--- src/hdl/bmp_pixel_data_decoder_macros.svh ---
// Assertion macros for the bitmap pixel decoder sequencer module.
// Expects signals named clock and reset in the including module.
`ifndef BMP_PIXEL_DATA_DECODER_MACROS_SVH
`define BMP_PIXEL_DATA_DECODER_MACROS_SVH

// Condition holds on every clock edge out of reset.
`define BPD_ASSERT_ALWAYS(label, cond) \
   label: assert property (@(posedge clock) disable iff (reset) (cond)) \
      else $error("bmp decoder invariant violated");

// Consequent holds in the same cycle as the antecedent.
`define BPD_ASSERT_IMPLY(label, ante, cons) \
   label: assert property (@(posedge clock) disable iff (reset) (ante) |-> (cons)) \
      else $error("bmp decoder implication violated");

`endif

--- src/hdl/bmp_pd_pkg.sv ---
// Shared types and codes for the bitmap pixel data decoder.
// No dependencies; imported by every module of the block.
`timescale 1ns / 1ps

package bmp_pd_pkg;

   localparam logic OP_PALETTE = 1'b0;
   localparam logic OP_PIXEL   = 1'b1;

   localparam logic [2:0] DEPTH_1BPP  = 3'd0;
   localparam logic [2:0] DEPTH_4BPP  = 3'd1;
   localparam logic [2:0] DEPTH_8BPP  = 3'd2;
   localparam logic [2:0] DEPTH_24BPP = 3'd3;
   localparam logic [2:0] DEPTH_32BPP = 3'd4;

   localparam logic [2:0] CSR_DEPTH_MODE   = 3'd0;
   localparam logic [2:0] CSR_IMAGE_WIDTH  = 3'd1;
   localparam logic [2:0] CSR_IMAGE_HEIGHT = 3'd2;
   localparam logic [2:0] CSR_BOTTOM_UP    = 3'd3;
   localparam logic [2:0] CSR_KEEP_ALPHA   = 3'd4;

   localparam logic [7:0] ALPHA_OPAQUE = 8'hff;

   typedef struct packed {
      logic        operation;
      logic [7:0]  data_byte;
      logic [7:0]  palette_index;
      logic [23:0] palette_word;
   } req_type;

   typedef struct packed {
      logic [7:0]  red;
      logic [7:0]  green;
      logic [7:0]  blue;
      logic [7:0]  alpha;
      logic [11:0] column;
      logic [11:0] row;
      logic        last_of_byte;
      logic        frame_done;
   } rsp_type;

   typedef struct packed {
      logic [2:0]  depth_mode;
      logic [12:0] image_width;
      logic [12:0] image_height;
      logic        bottom_up;
      logic        keep_alpha;
   } cfg_type;

   // One pixel on its way to the palette lookup stage.
   typedef struct packed {
      logic        direct;
      logic [7:0]  index;
      logic [7:0]  red;
      logic [7:0]  green;
      logic [7:0]  blue;
      logic [7:0]  alpha;
      logic [11:0] column;
      logic [11:0] row;
      logic        last_of_byte;
      logic        frame_done;
   } pix_type;

   typedef struct packed {
      logic        we;
      logic [7:0]  index;
      logic [23:0] word;
   } pal_wr_type;

endpackage

--- src/hdl/bmp_pd_sequencer.sv ---
// Input holding register and frame position tracking for the bitmap decoder.
// Splits each byte into pixels, one per cycle if pix_ready; uses bmp_pd_pkg.
`timescale 1ns / 1ps

module bmp_pd_sequencer #(
   parameter int MAX_WIDTH  = 4096,
   parameter int MAX_HEIGHT = 4096
) (
   input  logic                   clock,
   input  logic                   reset,
   input  bmp_pd_pkg::cfg_type    cfg,
   input  logic                   restart,
   input  logic                   req_valid,
   output logic                   req_stall,
   input  bmp_pd_pkg::req_type    req_data,
   output logic                   pix_valid,
   output bmp_pd_pkg::pix_type    pix,
   input  logic                   pix_ready,
   output bmp_pd_pkg::pal_wr_type pal_wr
);
   import bmp_pd_pkg::*;
`include "bmp_pixel_data_decoder_macros.svh"

   localparam int CW = $clog2(MAX_WIDTH + 1);
   localparam int LW = $clog2(MAX_HEIGHT + 1);

   function automatic logic [1:0] row_pad(logic [2:0] m, logic [4:0] w5);
      logic [5:0] s8;
      logic [3:0] s2;
      logic [1:0] bpl;
      s8 = 6'(w5) + 6'd7;
      s2 = 4'(w5[2:0]) + 4'd1;
      unique case (m)
         DEPTH_1BPP:  bpl = s8[4:3];
         DEPTH_4BPP:  bpl = s2[2:1];
         DEPTH_8BPP:  bpl = w5[1:0];
         DEPTH_24BPP: bpl = w5[1:0] + {w5[0], 1'b0};
         default:     bpl = 2'd0;
      endcase
      return 2'd0 - bpl;
   endfunction

   req_type        hold_ff;
   logic           hold_valid_ff;
   logic [2:0]     sub_ff, sub_in;
   logic [CW-1:0]  col_ff, col_in, col_p1, width;
   logic [LW-1:0]  line_ff, line_in, line_p1, height, row_pos;
   logic [1:0]     pad_ff, pad_in;
   logic [23:0]    gather_ff, gather_in;
   logic [1:0]     cnt_ff, cnt_in;
   logic           fin_ff, fin_in;
   logic [2:0]     mode;
   logic           wrap, last_line, last_sub, done, emit;
   logic [7:0]     byte_v;

   always_comb begin
      if (cfg.image_width == '0) width = CW'(1);
      else if (32'(cfg.image_width) > MAX_WIDTH) width = CW'(MAX_WIDTH);
      else width = CW'(cfg.image_width);
      if (cfg.image_height == '0) height = LW'(1);
      else if (32'(cfg.image_height) > MAX_HEIGHT) height = LW'(MAX_HEIGHT);
      else height = LW'(cfg.image_height);
      mode = (cfg.depth_mode > DEPTH_32BPP) ? DEPTH_32BPP : cfg.depth_mode;
   end

   assign byte_v    = hold_ff.data_byte;
   assign col_p1    = col_ff + CW'(1);
   assign line_p1   = line_ff + LW'(1);
   assign wrap      = col_p1 >= width;
   assign last_line = line_p1 >= height;
   assign row_pos   = cfg.bottom_up ? (height - LW'(1) - line_ff) : line_ff;

   always_comb begin
      unique case (mode)
         DEPTH_1BPP: last_sub = sub_ff == 3'd7;
         DEPTH_4BPP: last_sub = sub_ff[0];
         default:    last_sub = 1'b1;
      endcase
   end

   always_comb begin
      col_in    = col_ff;
      line_in   = line_ff;
      pad_in    = pad_ff;
      gather_in = gather_ff;
      cnt_in    = cnt_ff;
      fin_in    = fin_ff;
      done      = 1'b0;
      emit      = 1'b0;
      pix              = '0;
      pix.alpha        = ALPHA_OPAQUE;
      pix.column       = 12'(col_ff);
      pix.row          = 12'(row_pos);
      pal_wr.we        = hold_valid_ff && (hold_ff.operation == OP_PALETTE);
      pal_wr.index     = hold_ff.palette_index;
      pal_wr.word      = hold_ff.palette_word;

      if (hold_valid_ff) begin
         priority if (hold_ff.operation == OP_PALETTE) begin
            done = 1'b1;
         end else if (fin_ff) begin
            done = 1'b1;
         end else if (pad_ff != 2'd0) begin
            pad_in = pad_ff - 2'd1;
            done   = 1'b1;
         end else if (mode == DEPTH_24BPP || mode == DEPTH_32BPP) begin
            if (cnt_ff < ((mode == DEPTH_24BPP) ? 2'd2 : 2'd3)) begin
               gather_in[{cnt_ff, 3'b000} +: 8] = byte_v;
               cnt_in = cnt_ff + 2'd1;
               done   = 1'b1;
            end else if (pix_ready) begin
               emit       = 1'b1;
               done       = 1'b1;
               pix.direct = 1'b1;
               pix.green  = gather_ff[15:8];
               pix.blue   = gather_ff[7:0];
               if (mode == DEPTH_24BPP) begin
                  pix.red = byte_v;
               end else begin
                  pix.red   = gather_ff[23:16];
                  pix.alpha = cfg.keep_alpha ? byte_v : ALPHA_OPAQUE;
               end
               gather_in = '0;
               cnt_in    = 2'd0;
            end
         end else if (pix_ready) begin
            emit = 1'b1;
            done = last_sub || wrap;
            unique case (mode)
               DEPTH_1BPP: pix.index = {7'd0, byte_v[3'd7 - sub_ff]};
               DEPTH_4BPP: pix.index = {4'd0, sub_ff[0] ? byte_v[3:0] : byte_v[7:4]};
               default:    pix.index = byte_v;
            endcase
         end

         if (emit) begin
            pix.last_of_byte = done;
            if (wrap) begin
               col_in  = '0;
               line_in = line_p1;
               if (last_line) begin
                  fin_in         = 1'b1;
                  pad_in         = 2'd0;
                  pix.frame_done = 1'b1;
               end else begin
                  pad_in = row_pad(mode, 5'(width));
               end
            end else begin
               col_in = col_p1;
            end
         end
      end
   end

   assign pix_valid = emit;
   assign req_stall = hold_valid_ff && !done;
   assign sub_in    = done ? 3'd0 : (emit ? sub_ff + 3'd1 : sub_ff);

   always_ff @(posedge clock) begin
      if (reset || restart) begin
         col_ff    <= '0;
         line_ff   <= '0;
         pad_ff    <= 2'd0;
         gather_ff <= '0;
         cnt_ff    <= 2'd0;
         fin_ff    <= 1'b0;
      end else begin
         col_ff    <= col_in;
         line_ff   <= line_in;
         pad_ff    <= pad_in;
         gather_ff <= gather_in;
         cnt_ff    <= cnt_in;
         fin_ff    <= fin_in;
      end
   end

   always_ff @(posedge clock) begin
      if (reset) begin
         hold_valid_ff <= 1'b0;
         sub_ff        <= 3'd0;
      end else begin
         if (!req_stall) hold_valid_ff <= req_valid;
         sub_ff <= sub_in;
      end
   end

   always_ff @(posedge clock) begin
      if (!req_stall) hold_ff <= req_data;
   end

   `BPD_ASSERT_ALWAYS(a_col_in_row, col_ff < width)
   `BPD_ASSERT_IMPLY(a_pad_not_finished, pad_ff != 2'd0, !fin_ff)
   `BPD_ASSERT_IMPLY(a_emit_when_ready, pix_valid, pix_ready)
   `BPD_ASSERT_IMPLY(a_frame_end_frees, pix_valid && pix.frame_done, !req_stall)

endmodule

--- config.mk ---
export PLATFORM = sky130hd
export DESIGN_NAME = bmp_pd_sequencer
export DESIGN_NICKNAME = d
export VERILOG_FILES = /design/src/hdl/bmp_pd_pkg.sv /design/src/hdl/bmp_pd_sequencer.sv
export VERILOG_INCLUDE_DIRS = /design/src /design/src/hdl
export SDC_FILE = /design/constraint.sdc
export NUM_CORES = 1
export LEC_CHECK = 0
export BUFFER_PORTS_ARGS = -buffer_cell sky130_fd_sc_hd__buf_2
export CAP_MARGIN = 20
export CORE_ASPECT_RATIO = 1.2
export CORE_MARGIN = 3
export CORE_UTILIZATION = 50
export DETAILED_ROUTE_END_ITERATION = 10
export GPL_TIMING_DRIVEN = 1
export PLACE_DENSITY = 0.79
export SLEW_MARGIN = 20
export SYNTH_ARGS = -nofsm -noshare
export SYNTH_HDL_FRONTEND = slang
export SYNTH_SLANG_ARGS = --single-unit
--- constraint.sdc ---
create_clock -name clock -period 9.7 [get_ports clock]
set_input_delay 1.94 -clock clock [delete_from_list [all_inputs] [get_ports clock]]
set_output_delay 1.94 -clock clock [all_outputs]
set_load 0.01 [all_outputs]
# == Word level (Yosys, flattened, before mapping) ==
# Index checks and enable logic that the tools add are counted.
# op_classes
mux,61
bitwise,3
shifts,2
n_addsub,13
n_reduce_logical,16
eq_ne,5
n_lt_le_gt_ge,7
# op_table
operator,count
two-way mux 41 bit,4
two-way mux 32 bit,3
two-way mux 13 bit,5
two-way mux 24 bit,2
two-way mux 8 bit,5
two-way mux 2 bit,14
"adder 13 x 1 -> 13 bit, second input constant",2
greater-or-equal comparator 13 bit,2
"> comparator 13 bit, second input constant",2
zero test 13 bit,2
bitwise mux 24 bit,1
"variable shift 8 x 7 -> 24 bit, first input constant",1
indexed part select 8 x 7 -> 24 bit,1
two-way mux 1 bit,20
case mux 8 bit (2 select lines),1
two-way mux 12 bit,1
"subtractor 12 x 1 -> 12 bit, second input constant",1
subtractor 12 bit,1
case mux 2 bit (4 select lines),1
negation 5 -> 7 bit,1
"adder 3 x 1 -> 3 bit, second input constant",2
"equality test 3 x 2 -> 1 bit, second input constant",2
"equality test 3 bit, second input constant",2
AND reduction 6 bit,1
24 further kinds,30
# word_totals
ff_bits,100
inputBits,77

# == Longest topological paths before layout ==
# Gate-level depths: netlist of the first run.
# depth
word_depth,17
ltp_mapped,16
ltp_nobuf,14

# == Worst setup path before layout of the first run ==
# OpenSTA, ideal clock, no wires.
# synth_timing
path_kind,in2out
startpoint,input port cfg[27] (netlist bit)
endpoint,output port req_stall
slack_ns,2.954
stages,11
arrival_ns,4.806
cell_sequence,inv_1 > clkbuf_1 > nand2_1 > ha_1 > nand2_1 > or3_1 > a211o_1 > nand3_1 > o22a_1 > nand2b_1 > inv_1
# synth_between
elab_chain_cells,13
# synth_lines
item,line,source
start: declaration,bmp_pd_sequencer.sv:11,"input bmp_pd_pkg::cfg_type cfg,"
> comparator 13 bit,bmp_pd_sequencer.sv:58,else if (32'(cfg.image_width) > MAX_WIDTH) width = CW'(MAX_WIDTH);
two-way mux 13 bit,bmp_pd_sequencer.sv:58,
two-way mux 13 bit *,bmp_pd_sequencer.sv:57,if (cfg.image_width == '0) width = CW'(1);
greater-or-equal comparator 13 bit *,bmp_pd_sequencer.sv:69,assign wrap = col_p1 >= width;
logical OR 1 bit *,bmp_pd_sequencer.sv:128,done = last_sub || wrap;
two-way mux 1 bit *,bmp_pd_sequencer.sv:126,end else if (pix_ready) begin
two-way mux 1 bit *,bmp_pd_sequencer.sv:106,end else if (mode == DEPTH_24BPP || mode == DEPTH_32BPP) begin
two-way mux 1 bit *,bmp_pd_sequencer.sv:103,end else if (pad_ff != 2'd0) begin
two-way mux 1 bit *,bmp_pd_sequencer.sv:101,end else if (fin_ff) begin
two-way mux 1 bit *,bmp_pd_sequencer.sv:99,priority if (hold_ff.operation == OP_PALETTE) begin
two-way mux 1 bit *,bmp_pd_sequencer.sv:98,if (hold_valid_ff) begin
zero test 1 bit *,bmp_pd_sequencer.sv:156,assign req_stall = hold_valid_ff && !done;
logical AND 1 bit *,bmp_pd_sequencer.sv:156,
end: declaration,bmp_pd_sequencer.sv:14,"output logic req_stall,"
# Every way passes the cells marked *; elsewhere a longest branch is shown, timed or not.

# == Worst setup path in the final report of the first run ==
# layout_timing
startpoint,input port cfg[23] (netlist bit)
endpoint,output port req_stall
# Same word-level chain as after synthesis.

==> results of run 1 <==
## worst max-delay path, cell delays in order
cell and delay (ns):
buf_2 0.10, nor4_1 0.50, nand4_1 0.18, a21o_1 0.24, inv_1 0.08, ha_1 0.22
nand4_1 0.07, nor4_1 0.06, a211oi_1 0.27, nand3_1 0.37, o22a_1 0.30, nand2b_2 0.66
inv_1 0.17, buf_2 0.15
## where the power goes
part	switching [mW]	internal (mW)
clock network	0.170	0.233
registers	0.00945	0.449
logic	0.0633	0.0479
## state kept, by name (all words and copies together) (netlist names)
signal,count
byte_v,8
hold_valid_ff,1
line_ff,13
hold_ff,1
gather_ff,24
pal_wr,32
fin_ff,1
col_ff,13
pad_ff,2
sub_ff,3
cnt_ff,2
## worst max-delay path by stage
| stage | startpoint | depth (start not counted) | end | slack (ns) |
|---|---|---|---|---|
| floorplan | cfg[27] | 11 | req_stall | 2.95 |
| global route | cfg[23] | 14 | req_stall | 2.03 |
| global placement | cfg[23] | 14 | req_stall | 2.51 |
| CTS | cfg[23] | 14 | req_stall | 2.43 |
| finish | cfg[23] | 14 | req_stall | 2.41 |
| detailed placement | cfg[23] | 14 | req_stall | 2.43 |
## final cells by class
class / instances / area (um2)
fill: 1159 / 4900
multi-input combinational: 528 / 3460
sequential: 100 / 2410
timing repair buffer: 178 / 891
clock buffer: 9 / 225
tap: 161 / 201
inverter: 35 / 131
clock inverter: 7 / 109
## Yosys cell counts (all sizes together), types with 4 or more instances
| cell type | number | area [um2] |
|---|---|---|
| nand3b | 7 | 52.6 |
| buf | 54 | 394 |
| or3 | 8 | 50.1 |
| and3 | 9 | 57.6 |
| and2 | 22 | 138 |
| dfxtp | 59 | 1180 |
| a211oi | 8 | 60.1 |
| clkbuf | 15 | 56.3 |
| o21ai | 32 | 171 |
| nand2 | 85 | 319 |
| nor2 | 66 | 248 |
| nor3 | 15 | 75.1 |
| or2 | 10 | 62.6 |
| a21o | 8 | 60.1 |
| nand3 | 27 | 135 |
| xnor2 | 26 | 228 |
| nor2b | 5 | 31.3 |
| edfxtp | 41 | 1230 |
| nor4 | 9 | 86.3 |
| o21bai | 4 | 30.0 |
| inv | 35 | 131 |
| mux2i | 7 | 70.1 |
| nand2b | 8 | 50.1 |
| ha | 47 | 588 |
| xor2 | 17 | 149 |
| nand4 | 7 | 43.8 |
| a22oi | 26 | 195 |
| a21oi | 43 | 219 |
## logic make-up (layout without fill, tap and decap cells)
group                      count (synthesis)  after routing  synth area share (%)
buffers and inverters                    104            229                  9.03
muxes                                     10             10                  1.96
AOI/OAI and AO/OA                        141            141                  13.8
adders and majority gates                 48             48                  9.44
DFF                                      100            100                  37.4
xor gates and xnor gates                  43             43                  5.85
and+or+nand+nor                          286            286                  22.4
## per-stage QoR
stage	cell area (um2)	utilization (%)	total power, mW
after floorplan	6440	-	0.544
after global placement	7090	57.5	0.577
after detailed placement	7090	57.5	0.580
after CTS	7420	60.2	0.983
after global routing	7430	60.2	1.01
final	7430	60.2	0.973
## metal layers
layer / vias to the layer above / share of wire, %
met3: 24 / 6.2
met4: 0 / 1.9
met5: - / 0
met1: 2676 / 42
li1: 2765 / -
met2: 183 / 50
==> results.yml, run 1 <==
final_layout:
  layout.nets: 977
  diodes: 0
  final_cell_mix: "178 x buf_2, 85 x nand2_1, 66 x nor2_1"
  drive_above_1_share_pct: 25.4
  finalNonFillerCells: 1018
  syn2layout_area_growth_pct: 15.3
  mostFrequentLayoutCell: "buf_2"
worst_setup_path:
  r2r_start: "col_ff[0]$_SDFFE_PP0P_"
  r2r-end: "pal_wr[20]$_DFFE_PN_"
  crit_fanout: 43
  path_class: "in2out"
  arrival_ns: 5.35
  reg2reg_setup_slack_ns: 5.17
  worstPathRequired_ns: 7.76
  cp-start-kind: "primary input"
  end_kind: "primary output"
  r2r_cells: 13
floorplanning:
  num_rows: 44
  die_area_um2: 14300
  start_util_pct: 52.2
  die_h_um: 130
  dieWidth_um: 110
  fp.coreArea_um2: 12300
  num_io_pins: 179
sta:
  finClkSkew_ns: 0.00759
  worst_slew_margin_rel_pct: 31.7
  tns_ns: 0
  max_freq_ghz: 0.137
  hold_viol: 0
  tightest_slew_ns: 1.03
  grt_setup_unrepaired: "no"
  fin_ws_ns: 2.41
  final-max-slew-violation-count: 0
  fin_crit_sh_pct: 75.1
  whs_ns: 0.455
  final-setup-viol-count: 0
  min_period_ns: 7.29
status:
  status: "complete, no violations"
min_path:
  min_to: "gather_ff[2]$_SDFFE_PP0P_"
  hp-class: "reg2reg"
  holdPathStages: 2
  hp-start: "gather_ff[2]$_SDFFE_PP0P_"
clock_network:
  tritoncts: "built"
  htree_levels: 3
  cts_buffer_depth: 2
  clk_latency_ns: 0.34
  ctsHoldBuffers: 0
  cts_root_buf: "clkbuf_16"
  cts_buffers: 9
  cts_resized: 0
  clk_pin_slew_worst_paths_ns: 0.07
  cts_sinks: 100
  postCtsSetupRepairBufs: 0
global_routing:
  grt_overflow_total: 0
  grt_util_met3_pct: 3.81
  grt_max_degree: 54
  grt_pass1_vias: 5236
  track_usage_pct: 22.1
  antenna_found_initial: 0
  met2_usage_pct: 39.0
  grt_use_met1_pct: 27.7
  grt_pass1_wl_mm: 25.2
  grt_busiest_layer: "met2"
logic_synthesis:
  ys.flop_type: "dfxtp_1"
  synth-seq-area-share_pct: 37.4
  synth-seq-cells: 100
  synth_area_um2: 6440
  async_flop_share_pct: 0
  ys_types: 59
  postSynthAreaPerCell_um2: 8.80
  synth_edf_count: 41
  synthCells: 732
  syn_nets: 857
  yosys_warnings: 0
power:
  p_leak_nw: 3.31
  ir_drop_mv: 0.0712
  power_per_cell_area_nw_per_um2: 131
routing:
  drcViolationCount: 0
  dr.pass1.iters: 4
  wire_per_inst_um: 15.6
  finalWirelength_mm: 15.9
  antenna_left: 0
  dr_total_vias: 5648
  drtIter0Drc: 328
  vias_per_cell: 5.55
placement:
  placed_cells: 1002
  gp_congestion: 0.887
  post-place-ws_ns: 2.43
  port_buffers: 178
  dpl.hpwl_mm: 12.0
job:
  drv_cap: 0
No activity file was read; power rests on OpenSTA's default activity.
==> run 2: changes to the inputs <==
--- a/config.mk
+++ b/config.mk
@@ -6,6 +6,7 @@
 export SDC_FILE = /design/constraint.sdc
 export NUM_CORES = 1
 export LEC_CHECK = 0
+export ABC_AREA = 1
 export BUFFER_PORTS_ARGS = -buffer_cell sky130_fd_sc_hd__buf_2
 export CAP_MARGIN = 20
 export CORE_ASPECT_RATIO = 1.2
==> constraint.sdc (replaced) <==
create_clock -name clock -period 6.77 [get_ports clock]
set_input_delay 1.354 -clock clock [delete_from_list [all_inputs] [get_ports clock]]
set_output_delay 1.354 -clock clock [all_outputs]
set_load 0.01 [all_outputs]
==> run 2 against run 1 <==
Synthesized cell count rose by 19%; core utilization fell by 0.98 points; sequential cell count unchanged; power is 37% higher; sequential share of layout area down 0.62 points; hold slack lost 0.0085 ns; clock skew up 0.0016 ns; die area up 2.0%; combinational power grew 66%; critical endpoint is now pix[10].
==> results.yml, run 2 <==
logic_synthesis:
  synthCells: 872
  synth.most_common_cell: "nand2_1"
  async_flop_share_pct: 0
  synth_common_cells: "148 x nand2_1, 121 x inv_1, 90 x nor2_1, 71 x a21oi_1, 59 x dfxtp_1"
  yosys_warnings: 0
  synth-seq-area-share_pct: 36.7
  ys_types: 41
  synth_top_area_share_pct: 18.7
  synth-seq-cells: 100
  syn_nets: 997
  ys.flop_type: "dfxtp_1"
  synth_area_um2: 6580
  yosys.area.top_type: "edfxtp_1"
  ys_top_cells_by_area: "edfxtp_1 19%, dfxtp_1 18%, ha_1 8.9%"
  postSynthAreaPerCell_um2: 7.54
  synth_edf_count: 41
clock_network:
  cts_root_buf: "clkbuf_16"
  cts_buffer_depth: 2
  htree_levels: 3
  ctsHoldBuffers: 0
  cts_buffers: 9
  cts_sinks: 100
  postCtsSetupRepairBufs: 0
  tritoncts: "built"
  clk_pin_slew_worst_paths_ns: 0.08
  cts_resized: 0
  clk_latency_ns: 0.35
worst_setup_path:
  arrival_ns: 4.35
  crit_chain: "buf_2, nor4_1, nand3_1, nand2_1, inv_1, nor2_1, fa_1, a31oi_1, o21ai_0, a21oi_1, or2_2, nand2_1, nand2_1, nand3_1, o21ai_0, buf_2"
  worstPathRequired_ns: 5.42
  critical-path-top-delay-family: "simple AND/OR/NAND/NOR gates"
  path_buf_inv: 3
  path_class: "in2out"
  crit_fanout: 7
  r2r_start: "col_ff[0]$_SDFFE_PP0P_"
  cpPeakStageDelay_ns: 0.52
  path_common_cell: "nand2_1"
  cp-start-kind: "primary input"
  crit_start: "cfg[6]"
  end_kind: "primary output"
  worst_path_max_delay_cell: "nor4_1"
power:
  power_per_cell_area_nw_per_um2: 177
  p_leak_nw: 3.65
  ir_drop_mv: 0.131
  clkPwrFrac_pct: 37.3
  p_switching_uw: 365
  swShare_pct: 27.3
  pwr-share-comb_pct: 13.7
  internal-power_uw: 972
  seq_power_share_pct: 48.9
sta:
  final-setup-viol-count: 0
  min_period_ns: 5.71
  final-max-slew-violation-count: 0
  whs_ns: 0.447
  tns_ns: 0
  hold_viol: 0
  worst_slew_margin_rel_pct: 39.1
  tightest_slew_ns: 0.907
  fin_crit_sh_pct: 84.3
  grt_setup_unrepaired: "no"
  finClkSkew_ns: 0.00914
  max_freq_ghz: 0.175
final_layout:
  syn2layout_area_growth_pct: 15.1
  final_cell_mix: "178 x buf_2, 148 x nand2_1, 120 x inv_1"
  diodes: 0
  layout.nets: 1126
  final_area_um2: 7570
  drive_above_1_share_pct: 21.6
  mostFrequentLayoutCell: "buf_2"
  largest_reg_flops: 32
min_path:
  hp-start: "gather_ff[21]$_SDFFE_PP0P_"
  hp-class: "reg2reg"
global_routing:
  grt_pass1_vias: 5712
  antenna_found_initial: 0
  grt_overflow_total: 0
  track_usage_pct: 22.3
  grt_max_degree: 43
  grt_pass1_wl_mm: 27.0
routing:
  dr.pass1.iters: 5
  wl_met1_mm: 7.20
  vias_per_cell: 5.21
  antenna_left: 0
  drcViolationCount: 0
  dr_total_vias: 6101
  wire_per_inst_um: 14.3
  top_layer: "met4"
  finalWirelength_mm: 16.7
  drtIter0Drc: 292
  dr_wl_met3_um: 894
  met2_length_mm: 8.11
placement:
  gp_congestion: 0.944
  placed_cell_area_um2: 7260
  dpl.hpwl_mm: 13.0
  port_buffers: 178
floorplanning:
  start_util_pct: 51.5
  die_area_um2: 14600
  die_h_um: 132
  num_io_pins: 179
  num_rows: 45
  fp.coreArea_um2: 12800
  dieWidth_um: 111
status:
  status: "complete, no violations"
job:
  drv_cap: 0
-- run 2: final cells by class --
class | count | area, um2
multi-input combinational | 579 | 3240
clock buffer | 10 | 229
inverter | 128 | 480
clock inverter | 6 | 53.8
timing repair buffer | 183 | 948
tap | 164 | 205
sequential | 100 | 2410
fill | 1179 | 5210
-- run 2: cells by family after synthesis --
group,after synthesis,synth area share (%)
AND/OR/NAND/NOR,325,21.0
adder cells (fa/ha/maj),48,9.24
buffers and inverters,193,14.0
XOR/XNOR,26,3.46
AO/OA/AOI/OAI,180,15.6
flip-flops,100,36.7
-- run 2: worst paths after layout --
kind / endpoint / slack (ns) / depth (start not counted)
worst max-delay path: pix[10] / 1.06 / 16
worst min-delay path: gather_ff[21]$_SDFFE_PP0P_ / 0.45 / 2
worst max register to register: byte_v[3]$_DFFE_PN_ / 3.03 / 18
worst min register to register: gather_ff[21]$_SDFFE_PP0P_ / 0.45 / 2
-- run 2: metrics by stage --
step	util [%]	total power [mW]	setup slack (ns)	instances
after floorplan	-	0.790	1.56	872
final	59.2	1.34	1.06	1170
after global placement	56.8	0.845	1.18	1153
after detailed placement	56.8	0.848	1.11	1153
after CTS	59.0	1.34	1.10	1169
after global routing	59.2	1.40	0.774	1170
-- run 2: layer usage --
layer / global-route usage, % / vias to the layer above
met3: 3.59 / 39
met1: 28.0 / 2747
met5: 0 / -
met4: 9.72 / 0
met2: 37.8 / 196
li1: - / 3119
-- run 2: power groups by stage --
| stage | sequential [mW] | clock [mW] | combinational, mW |
|---|---|---|---|
| 2_1_floorplan | 0.664 | 0 | 0.126 |
| 3_3_place_gp | 0.667 | 0 | 0.178 |
| 3_5_place_dp | 0.668 | 0 | 0.180 |
| 4_1_cts | 0.654 | 0.506 | 0.181 |
| 5_1_grt | 0.656 | 0.533 | 0.206 |
| 6_report | 0.654 | 0.499 | 0.184 |
-- run 2: worst reg2reg max path: stages (launching register included) --
cell	delay, ns
dfxtp_1	0.46
ha_1	0.25
nand2_1	0.08
nor2_1	0.18
nand3_1	0.14
inv_1	0.07
nand3_1	0.09
nand3b_1	0.21
xnor2_1	0.21
ha_1	0.29
a21oi_1	0.15
o21ai_0	0.10
a21oi_1	0.12
nand3_1	0.22
o21ai_0	0.27
nand2_1	0.07
inv_1	0.12
nand2_2	0.08
buf_4	0.30
